==> config.mk <==
export PLATFORM = sky130hd
export DESIGN_NAME = hci_uart_h4_deframer_unit
export DESIGN_NICKNAME = d
export VERILOG_FILES = /design/src/hw/rtl/hud_pkg.sv /design/src/hw/rtl/hud_frame_ctl.sv /design/src/hw/rtl/hci_uart_h4_deframer_unit.sv
export SDC_FILE = /design/constraint.sdc
export NUM_CORES = 1
export LEC_CHECK = 0
export ABC_AREA = 1
export BUFFER_PORTS_ARGS = -buffer_cell sky130_fd_sc_hd__buf_2
export CAP_MARGIN = 0
export CORE_MARGIN = 3
export CORE_UTILIZATION = 50
export CTS_BUF_LIST = sky130_fd_sc_hd__clkbuf_8
export CTS_CLUSTER_DIAMETER = 50
export CTS_CLUSTER_SIZE = 24
export DETAILED_ROUTE_END_ITERATION = 8
export PLACE_DENSITY = 0.74
export SYNTH_ARGS = -nofsm -noshare
export SYNTH_HDL_FRONTEND = slang
export SYNTH_SLANG_ARGS = --single-unit
==> constraint.sdc <==
create_clock -name clk -period 8.7 [get_ports clk]
set_clock_uncertainty 0.2 [all_clocks]
set_input_delay 1.74 -clock clk [delete_from_list [all_inputs] [get_ports clk]]
set_output_delay 1.74 -clock clk [all_outputs]
set_load 0.05 [all_outputs]
==> src/hw/rtl/hud_pkg.sv <==
package hud_pkg;

	// H4 packet type bytes
	localparam logic [7:0] TYPE_CMD = 8'h01;
	localparam logic [7:0] TYPE_ACL = 8'h02;
	localparam logic [7:0] TYPE_SCO = 8'h03;

	// header bytes following the type byte, per packet kind
	localparam logic [2:0] CMD_HDR_LEN = 3'd3;
	localparam logic [2:0] ACL_HDR_LEN = 3'd4;
	// header position of the ACL length low byte
	localparam logic [2:0] LEN_LOW_POS = 3'd3;

	// result status codes
	localparam logic [2:0] ST_BUSY     = 3'd0;
	localparam logic [2:0] ST_DONE     = 3'd1;
	localparam logic [2:0] ST_BADTYPE  = 3'd2;
	localparam logic [2:0] ST_OVERFLOW = 3'd3;
	localparam logic [2:0] ST_TRUNC    = 3'd4;
	localparam logic [2:0] ST_HDRTO    = 3'd5;

	localparam int unsigned LEN_W = 17;
	localparam logic [LEN_W-1:0] LIMIT_RESET = 17'd512;
	localparam int unsigned HEADER_RETRIES_DEF = 3;

	// one input beat
	typedef struct packed {
		logic [7:0] rx_byte;
		logic       is_timeout;
	} hud_item_t;

	// one result beat
	typedef struct packed {
		logic [7:0]       out_byte;
		logic             out_valid;
		logic             last;
		logic [2:0]       status;
		logic [LEN_W-1:0] packet_length;
	} hud_result_t;

endpackage

==> src/hw/rtl/hud_frame_ctl.sv <==
module hud_frame_ctl import hud_pkg::*; #(
	parameter int unsigned HEADER_RETRIES = HEADER_RETRIES_DEF
) (
	input  logic             clk,
	input  logic             arst_n,
	input  logic             adv,
	input  hud_item_t        item,
	input  logic [LEN_W-1:0] limit,
	output hud_result_t      res
);

	localparam int unsigned IDLE_W = $clog2(HEADER_RETRIES + 1);

	localparam logic [1:0] PH_IDLE    = 2'd0;
	localparam logic [1:0] PH_HEADER  = 2'd1;
	localparam logic [1:0] PH_PAYLOAD = 2'd2;

	logic [1:0]        phase_q,    phase_d;
	logic [1:0]        kind_q,     kind_d;
	logic [2:0]        hdr_cnt_q,  hdr_cnt_d;
	logic [7:0]        len_low_q,  len_low_d;
	logic [15:0]       pay_left_q, pay_left_d;
	logic [LEN_W-1:0]  count_q,    count_d;
	logic [IDLE_W-1:0] idle_to_q,  idle_to_d;

	logic [2:0]        hdr_inc;
	logic [2:0]        need;
	logic [LEN_W-1:0]  cnt_inc;
	logic [IDLE_W-1:0] idle_inc;
	logic [15:0]       pay_len;
	logic [LEN_W:0]    total;
	logic [7:0]        b;
	logic              tmo;

	assign b        = item.rx_byte;
	assign tmo      = item.is_timeout;
	assign hdr_inc  = hdr_cnt_q + 3'd1;
	assign cnt_inc  = count_q + LEN_W'(1);
	assign idle_inc = idle_to_q + IDLE_W'(1);
	assign need     = (kind_q == TYPE_ACL[1:0]) ? ACL_HDR_LEN : CMD_HDR_LEN;
	assign pay_len  = (kind_q == TYPE_ACL[1:0]) ? {b, len_low_q} : {8'h00, b};
	assign total    = {1'b0, cnt_inc} + {2'b00, pay_len[15:0]};

	// framing decision and next state for the beat in the input register
	always_comb begin
		phase_d    = phase_q;
		kind_d     = kind_q;
		hdr_cnt_d  = hdr_cnt_q;
		len_low_d  = len_low_q;
		pay_left_d = pay_left_q;
		count_d    = count_q;
		idle_to_d  = idle_to_q;

		res.out_byte      = tmo ? 8'h00 : b;
		res.out_valid     = 1'b0;
		res.last          = 1'b0;
		res.status        = ST_BUSY;
		res.packet_length = '0;

		if (phase_q != PH_HEADER && phase_q != PH_PAYLOAD) begin
			// waiting for a type byte (unused phase code acts the same)
			if (tmo) begin
				if (idle_inc >= IDLE_W'(HEADER_RETRIES)) begin
					res.status = ST_HDRTO;
					idle_to_d  = '0;
				end else begin
					idle_to_d = idle_inc;
				end
			end else begin
				phase_d    = PH_IDLE;
				kind_d     = '0;
				hdr_cnt_d  = '0;
				len_low_d  = '0;
				pay_left_d = '0;
				count_d    = '0;
				idle_to_d  = '0;
				if (b == TYPE_CMD || b == TYPE_ACL || b == TYPE_SCO) begin
					phase_d       = PH_HEADER;
					kind_d        = b[1:0];
					count_d       = LEN_W'(1);
					res.out_valid = 1'b1;
				end else begin
					res.status = ST_BADTYPE;
				end
			end
		end else if (tmo) begin
			// link went quiet inside a packet
			res.status        = ST_TRUNC;
			res.packet_length = count_q;
			phase_d    = PH_IDLE;
			kind_d     = '0;
			hdr_cnt_d  = '0;
			len_low_d  = '0;
			pay_left_d = '0;
			count_d    = '0;
			idle_to_d  = '0;
		end else if (phase_q == PH_HEADER) begin
			hdr_cnt_d     = hdr_inc;
			count_d       = cnt_inc;
			res.out_valid = 1'b1;
			if (hdr_inc >= need) begin
				// length complete: check against the limit
				if (total > {1'b0, limit}) begin
					res.out_valid     = 1'b0;
					res.status        = ST_OVERFLOW;
					res.packet_length = cnt_inc;
				end else if (pay_len == 16'd0) begin
					res.last          = 1'b1;
					res.status        = ST_DONE;
					res.packet_length = cnt_inc;
				end
				if (total > {1'b0, limit} || pay_len == 16'd0) begin
					phase_d    = PH_IDLE;
					kind_d     = '0;
					hdr_cnt_d  = '0;
					len_low_d  = '0;
					pay_left_d = '0;
					count_d    = '0;
					idle_to_d  = '0;
				end else begin
					phase_d    = PH_PAYLOAD;
					pay_left_d = pay_len;
				end
			end else if (hdr_inc == LEN_LOW_POS) begin
				len_low_d = b;
			end
		end else begin
			// payload byte
			res.out_valid = 1'b1;
			count_d       = cnt_inc;
			if (pay_left_q <= 16'd1) begin
				res.last          = 1'b1;
				res.status        = ST_DONE;
				res.packet_length = cnt_inc;
				phase_d    = PH_IDLE;
				kind_d     = '0;
				hdr_cnt_d  = '0;
				len_low_d  = '0;
				pay_left_d = '0;
				count_d    = '0;
				idle_to_d  = '0;
			end else begin
				pay_left_d = pay_left_q - 16'd1;
			end
		end
	end

	// framing state, updated as each beat moves to the result register
	always_ff @(posedge clk or negedge arst_n) begin
		if (!arst_n) begin
			phase_q    <= PH_IDLE;
			kind_q     <= '0;
			hdr_cnt_q  <= '0;
			len_low_q  <= '0;
			pay_left_q <= '0;
			count_q    <= '0;
			idle_to_q  <= '0;
		end else if (adv) begin
			phase_q    <= phase_d;
			kind_q     <= kind_d;
			hdr_cnt_q  <= hdr_cnt_d;
			len_low_q  <= len_low_d;
			pay_left_q <= pay_left_d;
			count_q    <= count_d;
			idle_to_q  <= idle_to_d;
		end
	end

endmodule

==> src/hw/rtl/hci_uart_h4_deframer_unit.sv <==
// H4 deframer: splits a host byte stream into HCI UART H4 packets.
// Input channel rx_valid/rx_stall carries one beat per byte (rx_byte) or a
// receive timeout event (is_timeout high). Result channel res_valid/res_stall
// returns exactly one beat per input beat: the echoed byte, out_valid while
// the byte belongs to an accepted packet, last on the packet's final byte,
// a status code, and the byte count on done, overflow and truncation beats.
// cfg_wr_en/cfg_wr_data write packet_limit, the largest whole packet in
// bytes; write it only while no beat is in flight.
// An accepted beat sits in the input register; its result is loaded into the
// result register once that register is not held by a stall. Throughput is
// one beat per cycle while the result is not stalled: the framing state
// updates in a single pass between the two registers.
// A stalled result holds the result register; the input register keeps
// taking beats until it is full, then rx_stall rises.
// Reset clears both registers' valid flags, returns the framer to waiting
// for a type byte and sets packet_limit to 512.
module hci_uart_h4_deframer_unit import hud_pkg::*; #(
	parameter int unsigned HEADER_RETRIES = HEADER_RETRIES_DEF
) (
	input  logic             clk,
	input  logic             arst_n,
	input  logic             rx_valid,
	output logic             rx_stall,
	input  logic [7:0]       rx_byte,
	input  logic             is_timeout,
	output logic             res_valid,
	input  logic             res_stall,
	output logic [7:0]       out_byte,
	output logic             out_valid,
	output logic             last,
	output logic [2:0]       status,
	output logic [LEN_W-1:0] packet_length,
	input  logic             cfg_wr_en,
	input  logic [LEN_W-1:0] cfg_wr_data
);

	logic             valid_s1;
	hud_item_t        item_s1;
	logic             valid_s2;
	hud_result_t      res_s2;
	hud_result_t      res_comb;
	logic [LEN_W-1:0] limit_q;
	logic             hold_s2;
	logic             adv;

	assign hold_s2  = valid_s2 && res_stall;
	assign adv      = valid_s1 && !hold_s2;
	assign rx_stall = valid_s1 && hold_s2;

	// packet limit register
	always_ff @(posedge clk or negedge arst_n) begin
		if (!arst_n) begin
			limit_q <= LIMIT_RESET;
		end else if (cfg_wr_en) begin
			limit_q <= cfg_wr_data;
		end
	end

	// input register
	always_ff @(posedge clk or negedge arst_n) begin
		if (!arst_n) begin
			valid_s1 <= 1'b0;
		end else if (!rx_stall) begin
			valid_s1 <= rx_valid;
		end
	end

	always_ff @(posedge clk) begin
		if (rx_valid && !rx_stall) begin
			item_s1.rx_byte    <= rx_byte;
			item_s1.is_timeout <= is_timeout;
		end
	end

	hud_frame_ctl #(
		.HEADER_RETRIES(HEADER_RETRIES)
	) u_frame_ctl (
		.clk   (clk),
		.arst_n(arst_n),
		.adv   (adv),
		.item  (item_s1),
		.limit (limit_q),
		.res   (res_comb)
	);

	// result register
	always_ff @(posedge clk or negedge arst_n) begin
		if (!arst_n) begin
			valid_s2 <= 1'b0;
		end else if (!hold_s2) begin
			valid_s2 <= valid_s1;
		end
	end

	always_ff @(posedge clk) begin
		if (adv) begin
			res_s2 <= res_comb;
		end
	end

	assign res_valid     = valid_s2;
	assign out_byte      = res_s2.out_byte;
	assign out_valid     = res_s2.out_valid;
	assign last          = res_s2.last;
	assign status        = res_s2.status;
	assign packet_length = res_s2.packet_length;

endmodule

==> flow_summary.json, run 1 <==
{
  "max_freq_ghz": 0.175,
  "dr.first_iter.drc_count": 423,
  "grt_pass1_wl_um": 25700,
  "pwr-share-seq_pct": 46.8,
  "cpMostUsedCell": "nand2_1",
  "synthAdderAreaFrac_pct": 8.95,
  "die_y_um": 123,
  "cpMaxStageDelayCell": "nand4_1",
  "power.internal_uw": 848,
  "holdWs_ns": 0.298,
  "required_ns": 8.81,
  "arrival_ns": 5.82,
  "pin_count": 63,
  "finalCritPeriodShare_pct": 65.7,
  "finalWorstSetupSlack_ns": 2.98,
  "drv_slew": 0,
  "synth_top_area_share_pct": 25.0,
  "fp.dieW_um": 123,
  "yosys_warnings": 0,
  "status": "completed",
  "synth_top_flop_cell": "dfrtp_1",
  "critical_path.max_stage_delay_ns": 0.56,
  "vias": 5669,
  "clk_latency_ns": 0.40,
  "numCtsBuffers": 9,
  "grt_setup_unrepaired": "false",
  "synth_cells": 836,
  "vias_per_cell": 5.29,
  "cts_tree": "built",
  "synthTopCellsByArea": "dfrtp_1 (25%), edfxtp_1 (17%), nand2_1 (10%)",
  "post-place-ws_ns": 3.13,
  "clkSinkCount": 108,
  "fp-row-count": 41,
  "htreeDepth": 3,
  "drc": 0,
  "wire_per_inst_um": 14.8,
  "synth_nets": 915,
  "power.leakage_uw": 0.00381,
  "synth-xor-area-share_pct": 4.25,
  "grt_use_met2_pct": 36.8,
  "drtPass1Iterations": 5,
  "gr-total-overflow": 0,
  "yosysMostFrequentCell": "nand2_1",
  "ctsHoldBuffers": 0,
  "grt_pass1_vias": 5373,
  "swShare_pct": 32.0,
  "yosysSeqAreaShare_pct": 42.6,
  "post_cts_buffers": 0,
  "p_sw_uw": 399,
  "netlist_area_mm2": 0.00680,
  "finalSetupTns_ns": 0,
  "clk_path_buf_depth": 2,
  "path_class": "reg2reg",
  "slew_headroom_pct": 20.2,
  "drt-total-wl_um": 15800,
  "gr-usage-met3_pct": 4.79,
  "p_clk_share_pct": 30.9,
  "coreArea_mm2": 0.0130,
  "async_flop_share_pct": 63.9,
  "drive_above_1_share_pct": 12.3,
  "die_area_mm2": 0.0150,
  "power_per_cell_area_mw_per_mm2": 166,
  "synth_top_family_by_area": "simple AND/OR/NAND/NOR gates",
  "setup_violations": 0,
  "cp_max_fo": 28,
  "min_path_type": "reg2reg",
  "muxShareOfSynthArea_pct": 0.166,
  "synth_enable_flop_cells": 39,
  "synth_compound_area_share_pct": 12.5,
  "fillerInstances": 1180,
  "grt_max_degree": 70,
  "hpwlAfterDp_um": 11900,
  "fin_nets": 973,
  "cp-end-kind": "flip-flop",
  "synth.avg_cell_area_um2": 8.13,
  "antenna_found_initial": 0,
  "ys_ff_latch": 108,
  "grt_use_met1_pct": 28.9,
  "p_comb_share_pct": 22.4,
  "area_delta_synth_final_pct": 10.2,
  "tightest_slew_ns": 1.19,
  "synth_area_leader_cell": "dfrtp_1",
  "cts-root-buf": "clkbuf_8",
  "place.gp.congestion": 0.962,
  "cts_resized": 0,
  "synth.distinct_cells": 46,
  "busiest_layer": "met2",
  "synthTopCellsByCount": "nand2_1 (185), inv_1 (142), nor2_1 (74)",
  "max_cap_viol_count": 0,
  "synth-simple-area-share_pct": 22.1,
  "ant_nets": 0,
  "period_needed_ns": 5.72,
  "diodes": 0,
  "worst_setup_path_start_kind": "flip-flop",
  "cts.reportedPaths.clkPinSlew_ns": 0.10,
  "hold_viol_final": 0,
  "io_buffers": 62,
  "initial_core_util_pct": 52.4,
  "path_cells": "or2_1, o21ai_0, ha_1, inv_1, fa_1, inv_1, a21oi_1, o21ai_0, a21boi_0, o21ai_0, nand3_1, nand2_1, nand2_1, nand2_1, inv_1, ha_1, and3_1, nand4_1, nand3b_1, nand2_1, nand4_1, o22ai_1, nand2_1, o21ai_0",
  "peakVddDrop_mv": 0.120,
  "grt_usage_pct": 22.0
}
## routing by layer
layer  vias up  wire, µm
met1      2640      7060
li1       2840         -
met4         0       306
met5         -         0
met3        23       738
met2       166      7720
## worst max-delay path, delay by kind of cell (launching register included)
family | cells | cell delay [ns]
adder cells (fa/ha/maj) | 3 | 0.93
AO/OA/AOI/OAI | 7 | 1.85
flip-flops | 1 | 0.39
AND/OR/NAND/NOR | 11 | 2.06
buffers and inverters | 3 | 0.18
## stage by stage
| stage | util, % | power (µW) | area (µm²) | instances |
|---|---|---|---|---|
| 2_1_floorplan | - | 796 | 6800 | 836 |
| 3_3_place_gp | 55.8 | 868 | 7240 | 1055 |
| 3_5_place_dp | 55.8 | 872 | 7240 | 1055 |
| 4_1_cts | 57.7 | 1260 | 7490 | 1071 |
| 5_1_grt | 57.7 | 1310 | 7490 | 1071 |
| 6_report | 57.7 | 1250 | 7490 | 1071 |
## power by group through the flow
stage	clock, µW	sequential [µW]	combinational, µW
after floorplan	0	640	156
after global placement	0	593	275
after detailed placement	0	593	278
after CTS	392	584	280
after global routing	412	587	313
final	385	583	279
## worst paths after layout
kind,to,slack (ns),start,cells past startpoint
hold / removal,u_frame_ctl.len_low_q[4],0.30,u_frame_ctl.len_low_q[4],2
hold reg to reg,u_frame_ctl.len_low_q[4],0.30,u_frame_ctl.len_low_q[4],2
setup / recovery,u_frame_ctl.pay_left_q[11],2.98,u_frame_ctl.kind_q[0],24
min in group asynchronous,u_frame_ctl.count_q[15],1.34,arst_n,2
setup reg to reg,u_frame_ctl.pay_left_q[11],2.98,u_frame_ctl.kind_q[0],24
max in group asynchronous,u_frame_ctl.pay_left_q[1],6.35,arst_n,2
## cells by family (layout without fill, tap and decap cells)
group | Yosys count | count (layout)
muxes | 1 | 1
xor gates and xnor gates | 33 | 33
adders and majority gates | 48 | 48
and+or+nand+nor | 341 | 341
buffers and inverters | 159 | 222
AOI/OAI and AO/OA | 146 | 146
DFF | 108 | 108
## layout make-up
class	instances	area (µm²)	area share, %
multi-input combinational	569	3260	43.6
sequential	108	2900	38.7
inverter	142	533	7.11
timing repair buffer	64	325	4.34
tap	172	215	2.87
clock buffer	10	138	1.84
clock inverter	6	119	1.59
## cells in the final DEF (no fill, tap or decap), types with 13 or more instances in the layout
cell / Yosys / layout
xnor2_1: 13 / 13
a21oi_1: 27 / 27
buf_2: 1 / 62
xor2_1: 20 / 20
nand2_1: 185 / 185
edfxtp_1: 39 / 39
nand4_1: 15 / 15
o22ai_1: 25 / 25
nor2_1: 74 / 73
ha_1: 47 / 47
dfrtp_1: 68 / 68
o21ai_0: 66 / 66
inv_1: 142 / 142
nand3_1: 30 / 30
## flip-flops by register name, indices dropped and copies added (netlist names), 2 cells and up
signal / count
u_frame_ctl.hdr_cnt_q: 3
u_frame_ctl.pay_left_q: 16
u_frame_ctl.count_q: 17
u_frame_ctl.phase_q: 2
u_frame_ctl.len_low_q: 8
u_frame_ctl.kind_q: 2
item_s1: 9
status: 3
packet_length: 17
u_frame_ctl.idle_to_q: 2
out_byte: 8
limit_q: 17
Power figures use the tool's default switching activity.
==> run 2: changes to the inputs <==
--- a/config.mk
+++ b/config.mk
@@ -14,7 +14,7 @@
 export CTS_CLUSTER_DIAMETER = 50
 export CTS_CLUSTER_SIZE = 24
 export DETAILED_ROUTE_END_ITERATION = 8
-export PLACE_DENSITY = 0.74
+export PLACE_DENSITY = 0.77
 export SYNTH_ARGS = -nofsm -noshare
 export SYNTH_HDL_FRONTEND = slang
 export SYNTH_SLANG_ARGS = --single-unit
==> constraint.sdc (replaced) <==
create_clock -name clk -period 5.09 [get_ports clk]
set_clock_uncertainty 0.2 [all_clocks]
set_input_delay 1.018 -clock clk [delete_from_list [all_inputs] [get_ports clk]]
set_output_delay 1.018 -clock clk [all_outputs]
set_load 0.05 [all_outputs]
==> flow_summary.json, run 2 (synthesized netlist as in run 1, its figures left out) <==
{
  "r2r_slack_ns": 0.38,
  "fin_nets": 984,
  "initial_core_util_pct": 52.4,
  "max_freq_ghz": 0.212,
  "die_y_um": 123,
  "power_uw": 2060,
  "hpwlAfterDp_um": 12400,
  "ctsHoldBuffers": 0,
  "peakVddDrop_mv": 0.158,
  "slew_headroom_pct": 19.1,
  "clk_latency_ns": 0.40,
  "crit_start": "u_frame_ctl.count_q[0]",
  "post_cts_buffers": 0,
  "dr.first_iter.drc_count": 400,
  "fp-row-count": 41,
  "power_per_cell_area_mw_per_mm2": 272,
  "area_delta_synth_final_pct": 11.3,
  "crit_end": "u_frame_ctl.count_q[11]",
  "worst_setup_path_start_kind": "flip-flop",
  "post-place-ws_ns": 0.239,
  "clk_path_buf_depth": 2,
  "status": "completed",
  "setup_violations": 0,
  "period_needed_ns": 4.71,
  "coreArea_mm2": 0.0130,
  "cts_tree": "built",
  "fillerInstances": 1165,
  "place.gp.congestion": 0.907,
  "cts-root-buf": "clkbuf_8",
  "top_layer_used": "met4",
  "antenna_found_initial": 0,
  "pin_count": 63,
  "grt_pass1_vias": 5343,
  "htreeDepth": 3,
  "layout_common_cells": "nand2_1 (185), inv_1 (144), nor2_1 (71), dfrtp_1 (68), o21ai_0 (63)",
  "clkSinkCount": 108,
  "ff2ff_path_depth": 27,
  "finalWorstSetupSlack_ns": 0.379,
  "ant_nets": 0,
  "drive_above_1_share_pct": 14.1,
  "numCtsBuffers": 9,
  "max_cap_viol_count": 0,
  "tightest_slew_ns": 1.21,
  "diodes": 0,
  "required_ns": 5.20,
  "drt-total-wl_um": 16000,
  "drv_slew": 0,
  "drc": 0,
  "gr-total-overflow": 0,
  "r2r_start": "u_frame_ctl.count_q[0]",
  "die_area_mm2": 0.0150,
  "min_path_type": "reg2reg",
  "wl_met2_um": 7600,
  "finalSetupTns_ns": 0,
  "finalCritPeriodShare_pct": 92.6,
  "vias": 5734,
  "grt_setup_unrepaired": "false",
  "cts_resized": 0,
  "final_common_cell": "nand2_1",
  "hold_viol_final": 0,
  "power.leakage_uw": 0.00386,
  "cp_max_fo": 16,
  "drtPass1Iterations": 5,
  "grt_usage_pct": 22.0,
  "dp_cells": 1066,
  "wl_met3_um": 964,
  "arrival_ns": 4.82,
  "cts.reportedPaths.clkPinSlew_ns": 0.10,
  "final_util_pct": 58.3,
  "final_cell_count_no_fill": 1082,
  "grt_pass1_wl_um": 25700,
  "met1Wirelength_um": 6990,
  "wire_per_inst_um": 14.8,
  "cp-end-kind": "flip-flop",
  "fp.dieW_um": 123,
  "path_class": "reg2reg",
  "io_buffers": 62,
  "vias_per_cell": 5.30,
  "rr_endpoint": "u_frame_ctl.count_q[11]",
  "grt_max_degree": 46
}
-- run 2: cell types whose count changed in the layout (fill, tap and decap cells not counted), sizes merged --
cell | previous run | this run
clkinvlp | 0 | 1
clkinv | 2 | 1
inv | 143 | 144
buf | 64 | 75
bufinv | 3 | 2
-- run 2: worst max-delay path: stages, from the launching register on --
cell,delay (ns)
dfrtp_1,0.39
inv_1,0.12
nor3_2,0.28
nand4_1,0.17
nor2_2,0.16
nand2_1,0.08
o21ai_0,0.15
nand2_1,0.13
inv_1,0.10
ha_1,0.27
nand2_1,0.10
inv_1,0.04
a21oi_1,0.14
nand2_1,0.08
nor2_2,0.20
nor2_1,0.07
nor2_1,0.11
xor2_1,0.21
ha_1,0.28
a21o_1,0.16
a21oi_1,0.15
nand2_1,0.08
nand2_1,0.16
nand2_1,0.08
nand2_1,0.09
buf_4,0.14
nand4_4,0.24
o22ai_1,0.23
-- run 2: layout make-up --
cell class | count | area (µm²) | area share (%)
well taps | 172 | 215 | 2.84
clock inverters | 6 | 80.1 | 1.06
flip-flops and latches | 108 | 2900 | 38.3
multi-input cells | 569 | 3290 | 43.5
clock buffers | 10 | 138 | 1.82
repair buffers | 75 | 408 | 5.39
inverters | 142 | 533 | 7.04
-- run 2: report_power, final --
group          total, µW  switching, µW  internal (µW)
logic                488            343            145
clock network        576            290            286
registers            997           30.5            966
-- run 2: metal layers --
| metal | up-vias | global-route usage [%] |
|---|---|---|
| li1 | 2860 | - |
| met1 | 2668 | 28.9 |
| met2 | 176 | 36.2 |
| met3 | 30 | 4.52 |
| met4 | 0 | 7.70 |
| met5 | - | 0 |
-- run 2: worst min-delay path by stage --
stage | startpoint | to | slack [ns] | depth (start not counted)
finish | valid_s1 | res_valid | 0.29 | 2
global route | u_frame_ctl.len_low_q[4] | u_frame_ctl.len_low_q[4] | 0.31 | 2
CTS | u_frame_ctl.len_low_q[4] | u_frame_ctl.len_low_q[4] | 0.29 | 2
detailed placement | u_frame_ctl.len_low_q[4] | u_frame_ctl.len_low_q[4] | 0.27 | 2
global placement | u_frame_ctl.len_low_q[3] | u_frame_ctl.len_low_q[3] | 0.26 | 2
floorplan | valid_s1 | res_valid | 0.23 | 2
-- run 2: per-stage QoR --
step | hold slack (ns) | cell area [µm²]
6_report | 0.294 | 7570
5_1_grt | 0.305 | 7570
4_1_cts | 0.294 | 7540
3_5_place_dp | 0.268 | 7320
3_3_place_gp | 0.263 | 7320
2_1_floorplan | 0.234 | 6800
==> run 3: changes to the inputs <==
--- a/config.mk
+++ b/config.mk
@@ -14,7 +14,7 @@
 export CTS_CLUSTER_DIAMETER = 50
 export CTS_CLUSTER_SIZE = 24
 export DETAILED_ROUTE_END_ITERATION = 8
-export PLACE_DENSITY = 0.77
+export PLACE_DENSITY = 0.74
 export SYNTH_ARGS = -nofsm -noshare
 export SYNTH_HDL_FRONTEND = slang
 export SYNTH_SLANG_ARGS = --single-unit
==> constraint.sdc (replaced) <==
create_clock -name clk -period 4.6 [get_ports clk]
set_clock_uncertainty 0.2 [all_clocks]
set_input_delay 0.92 -clock clk [delete_from_list [all_inputs] [get_ports clk]]
set_output_delay 0.92 -clock clk [all_outputs]
set_load 0.05 [all_outputs]
==> flow_summary.json, run 3 (synthesized netlist as in run 1, its figures left out) <==
{
  "status": "completed",
  "finalWorstSetupSlack_ns": 0.105,
  "p_sw_uw": 765,
  "p_clk_share_pct": 25.0,
  "vias": 5968,
  "cp-end-kind": "flip-flop",
  "arrival_ns": 4.62,
  "finalCritPeriodShare_pct": 97.7,
  "coreArea_mm2": 0.0130,
  "die_y_um": 123,
  "cts-root-buf": "clkbuf_8",
  "setup_violations": 0,
  "cp_max_fo": 8,
  "diodes": 0,
  "swShare_pct": 33.8,
  "drc": 0,
  "max_cap_viol_count": 0,
  "fp-row-count": 41,
  "ant_nets": 0,
  "drv_slew": 0,
  "clk_latency_ns": 0.39,
  "tightest_slew_ns": 1.13,
  "min_path_type": "reg2reg",
  "pwr-share-seq_pct": 48.8,
  "dr.first_iter.drc_count": 537,
  "drt-total-wl_um": 17300,
  "grt_max_degree": 38,
  "htreeDepth": 3,
  "io_buffers": 62,
  "place.gp.congestion": 0.950,
  "required_ns": 4.72,
  "drive_above_1_share_pct": 23.4,
  "max_freq_ghz": 0.222,
  "drtPass1Iterations": 5,
  "power.internal_uw": 1500,
  "power_per_cell_area_mw_per_mm2": 277,
  "grt_pass1_vias": 5679,
  "vias_per_cell": 5.36,
  "path_class": "reg2reg",
  "dpl_cell_area_mm2": 0.00751,
  "fp.dieW_um": 123,
  "clk_path_buf_depth": 2,
  "clkSinkCount": 108,
  "hpwlAfterDp_um": 12500,
  "wire_per_inst_um": 15.5,
  "fin_nets": 1016,
  "grt_usage_pct": 22.9,
  "layout_common_cells": "nand2_1 (171), inv_1 (142), dfrtp_1 (68), nor2_1 (65), buf_2 (62)",
  "grt_setup_unrepaired": "true",
  "numCtsBuffers": 9,
  "die_area_mm2": 0.0150,
  "gr-total-overflow": 0,
  "cts.reportedPaths.clkPinSlew_ns": 0.10,
  "peakVddDrop_mv": 0.194,
  "final_cell_area_mm2": 0.00818,
  "grt_pass1_wl_um": 27100,
  "hold_viol_final": 0,
  "cts_tree": "built",
  "power.leakage_uw": 0.00408,
  "final_common_cell": "nand2_1",
  "p_comb_share_pct": 26.1,
  "post-place-ws_ns": -0.215,
  "antenna_found_initial": 0,
  "period_needed_ns": 4.49,
  "pin_count": 63,
  "worst_setup_path_start_kind": "flip-flop",
  "slew_headroom_pct": 24.1,
  "area_delta_synth_final_pct": 20.3,
  "initial_core_util_pct": 52.4
}
run 3: cell count changes in the layout (fill, tap and decap cells not counted), moves of 5 or more:
| cell | before | now |
|---|---|---|
| o21ai_2 | 9 | 14 |
| nor2_1 | 71 | 65 |
| nand2_1 | 185 | 171 |
| o22ai_1 | 25 | 9 |
| nand2_2 | 3 | 13 |
| o21ai_0 | 63 | 46 |
| buf_4 | 13 | 39 |
| o22ai_2 | 1 | 17 |
| o21ai_1 | 3 | 15 |
| nor2_2 | 7 | 12 |
run 3: repair_timing:
action,4_1_cts,5_1_grt
cloned,0,3
endpoints found under the setup margin,63,70
hold buffers,0,0
gates resized for setup,7,96
buffers inserted,0,3
pin swaps,0,12
run 3: per-layer routing:
layer / wire length, µm / track usage (%) / vias to the layer above
li1: - / - / 2929
met1: 7510 / 30.5 / 2814
met2: 8330 / 38.0 / 189
met3: 977 / 3.87 / 36
met4: 468 / 8.05 / 0
met5: 0 / 0 / -
run 3: cell type report:
cell class / instances / area, µm²
repair buffers: 105 / 671
flip-flops and latches: 108 / 2900
clock buffers: 9 / 124
well taps: 172 / 215
clock inverters: 7 / 60.1
inverters: 142 / 533
multi-input cells: 571 / 3680
fillers: 1090 / 4800
run 3: worst max-delay path, stage by stage, from the launching register on:
cell      delay, ns
dfrtp_1        0.41
inv_1          0.11
nor3_2         0.15
buf_4          0.14
nand4_1        0.10
nor2_2         0.22
nand2_2        0.11
or3_4          0.37
xor2_4         0.19
ha_4           0.24
a21oi_2        0.16
o31ai_2        0.08
a21oi_1        0.12
nand2_1        0.08
xor2_1         0.15
ha_1           0.29
and3_4         0.18
nand4_1        0.06
nand3b_1       0.20
nand2_4        0.13
nand2_4        0.06
nand2_4        0.08
buf_6          0.12
nand4_4        0.11
buf_12         0.22
o21ai_2        0.12
run 3: final timing paths:
path	cells after the start	end	start	slack, ns
max	25	u_frame_ctl.count_q[6]	u_frame_ctl.count_q[2]	0.11
min	2	u_frame_ctl.len_low_q[3]	u_frame_ctl.len_low_q[3]	0.29
max reg2reg	25	u_frame_ctl.count_q[6]	u_frame_ctl.count_q[2]	0.11
min reg2reg	2	u_frame_ctl.len_low_q[3]	u_frame_ctl.len_low_q[3]	0.29
max in group asynchronous	2	u_frame_ctl.len_low_q[7]	arst_n	2.81
min in group asynchronous	1	u_frame_ctl.count_q[14]	arst_n	0.39
run 3: metrics by stage:
stage                      TNS, ns  instances  utilization (%)  hold slack (ns)  power, µW
after global placement     -0.0138       1092             57.9            0.259       1670
after global routing         -9.78       1114             63.0            0.308       2380
after detailed placement     -7.91       1092             57.9            0.261       1680
after floorplan                  0        836                -            0.234       1510
final                            0       1114             63.0            0.292       2260
after CTS                 -0.00982       1108             59.5            0.287       2240
run 3: power by group through the flow:
stage	clock, µW	combinational, µW	sequential, µW
after floorplan	0	296	1210
after global placement	0	548	1120
after detailed placement	0	556	1120
after CTS	572	561	1100
after global routing	608	656	1110
final	566	592	1110
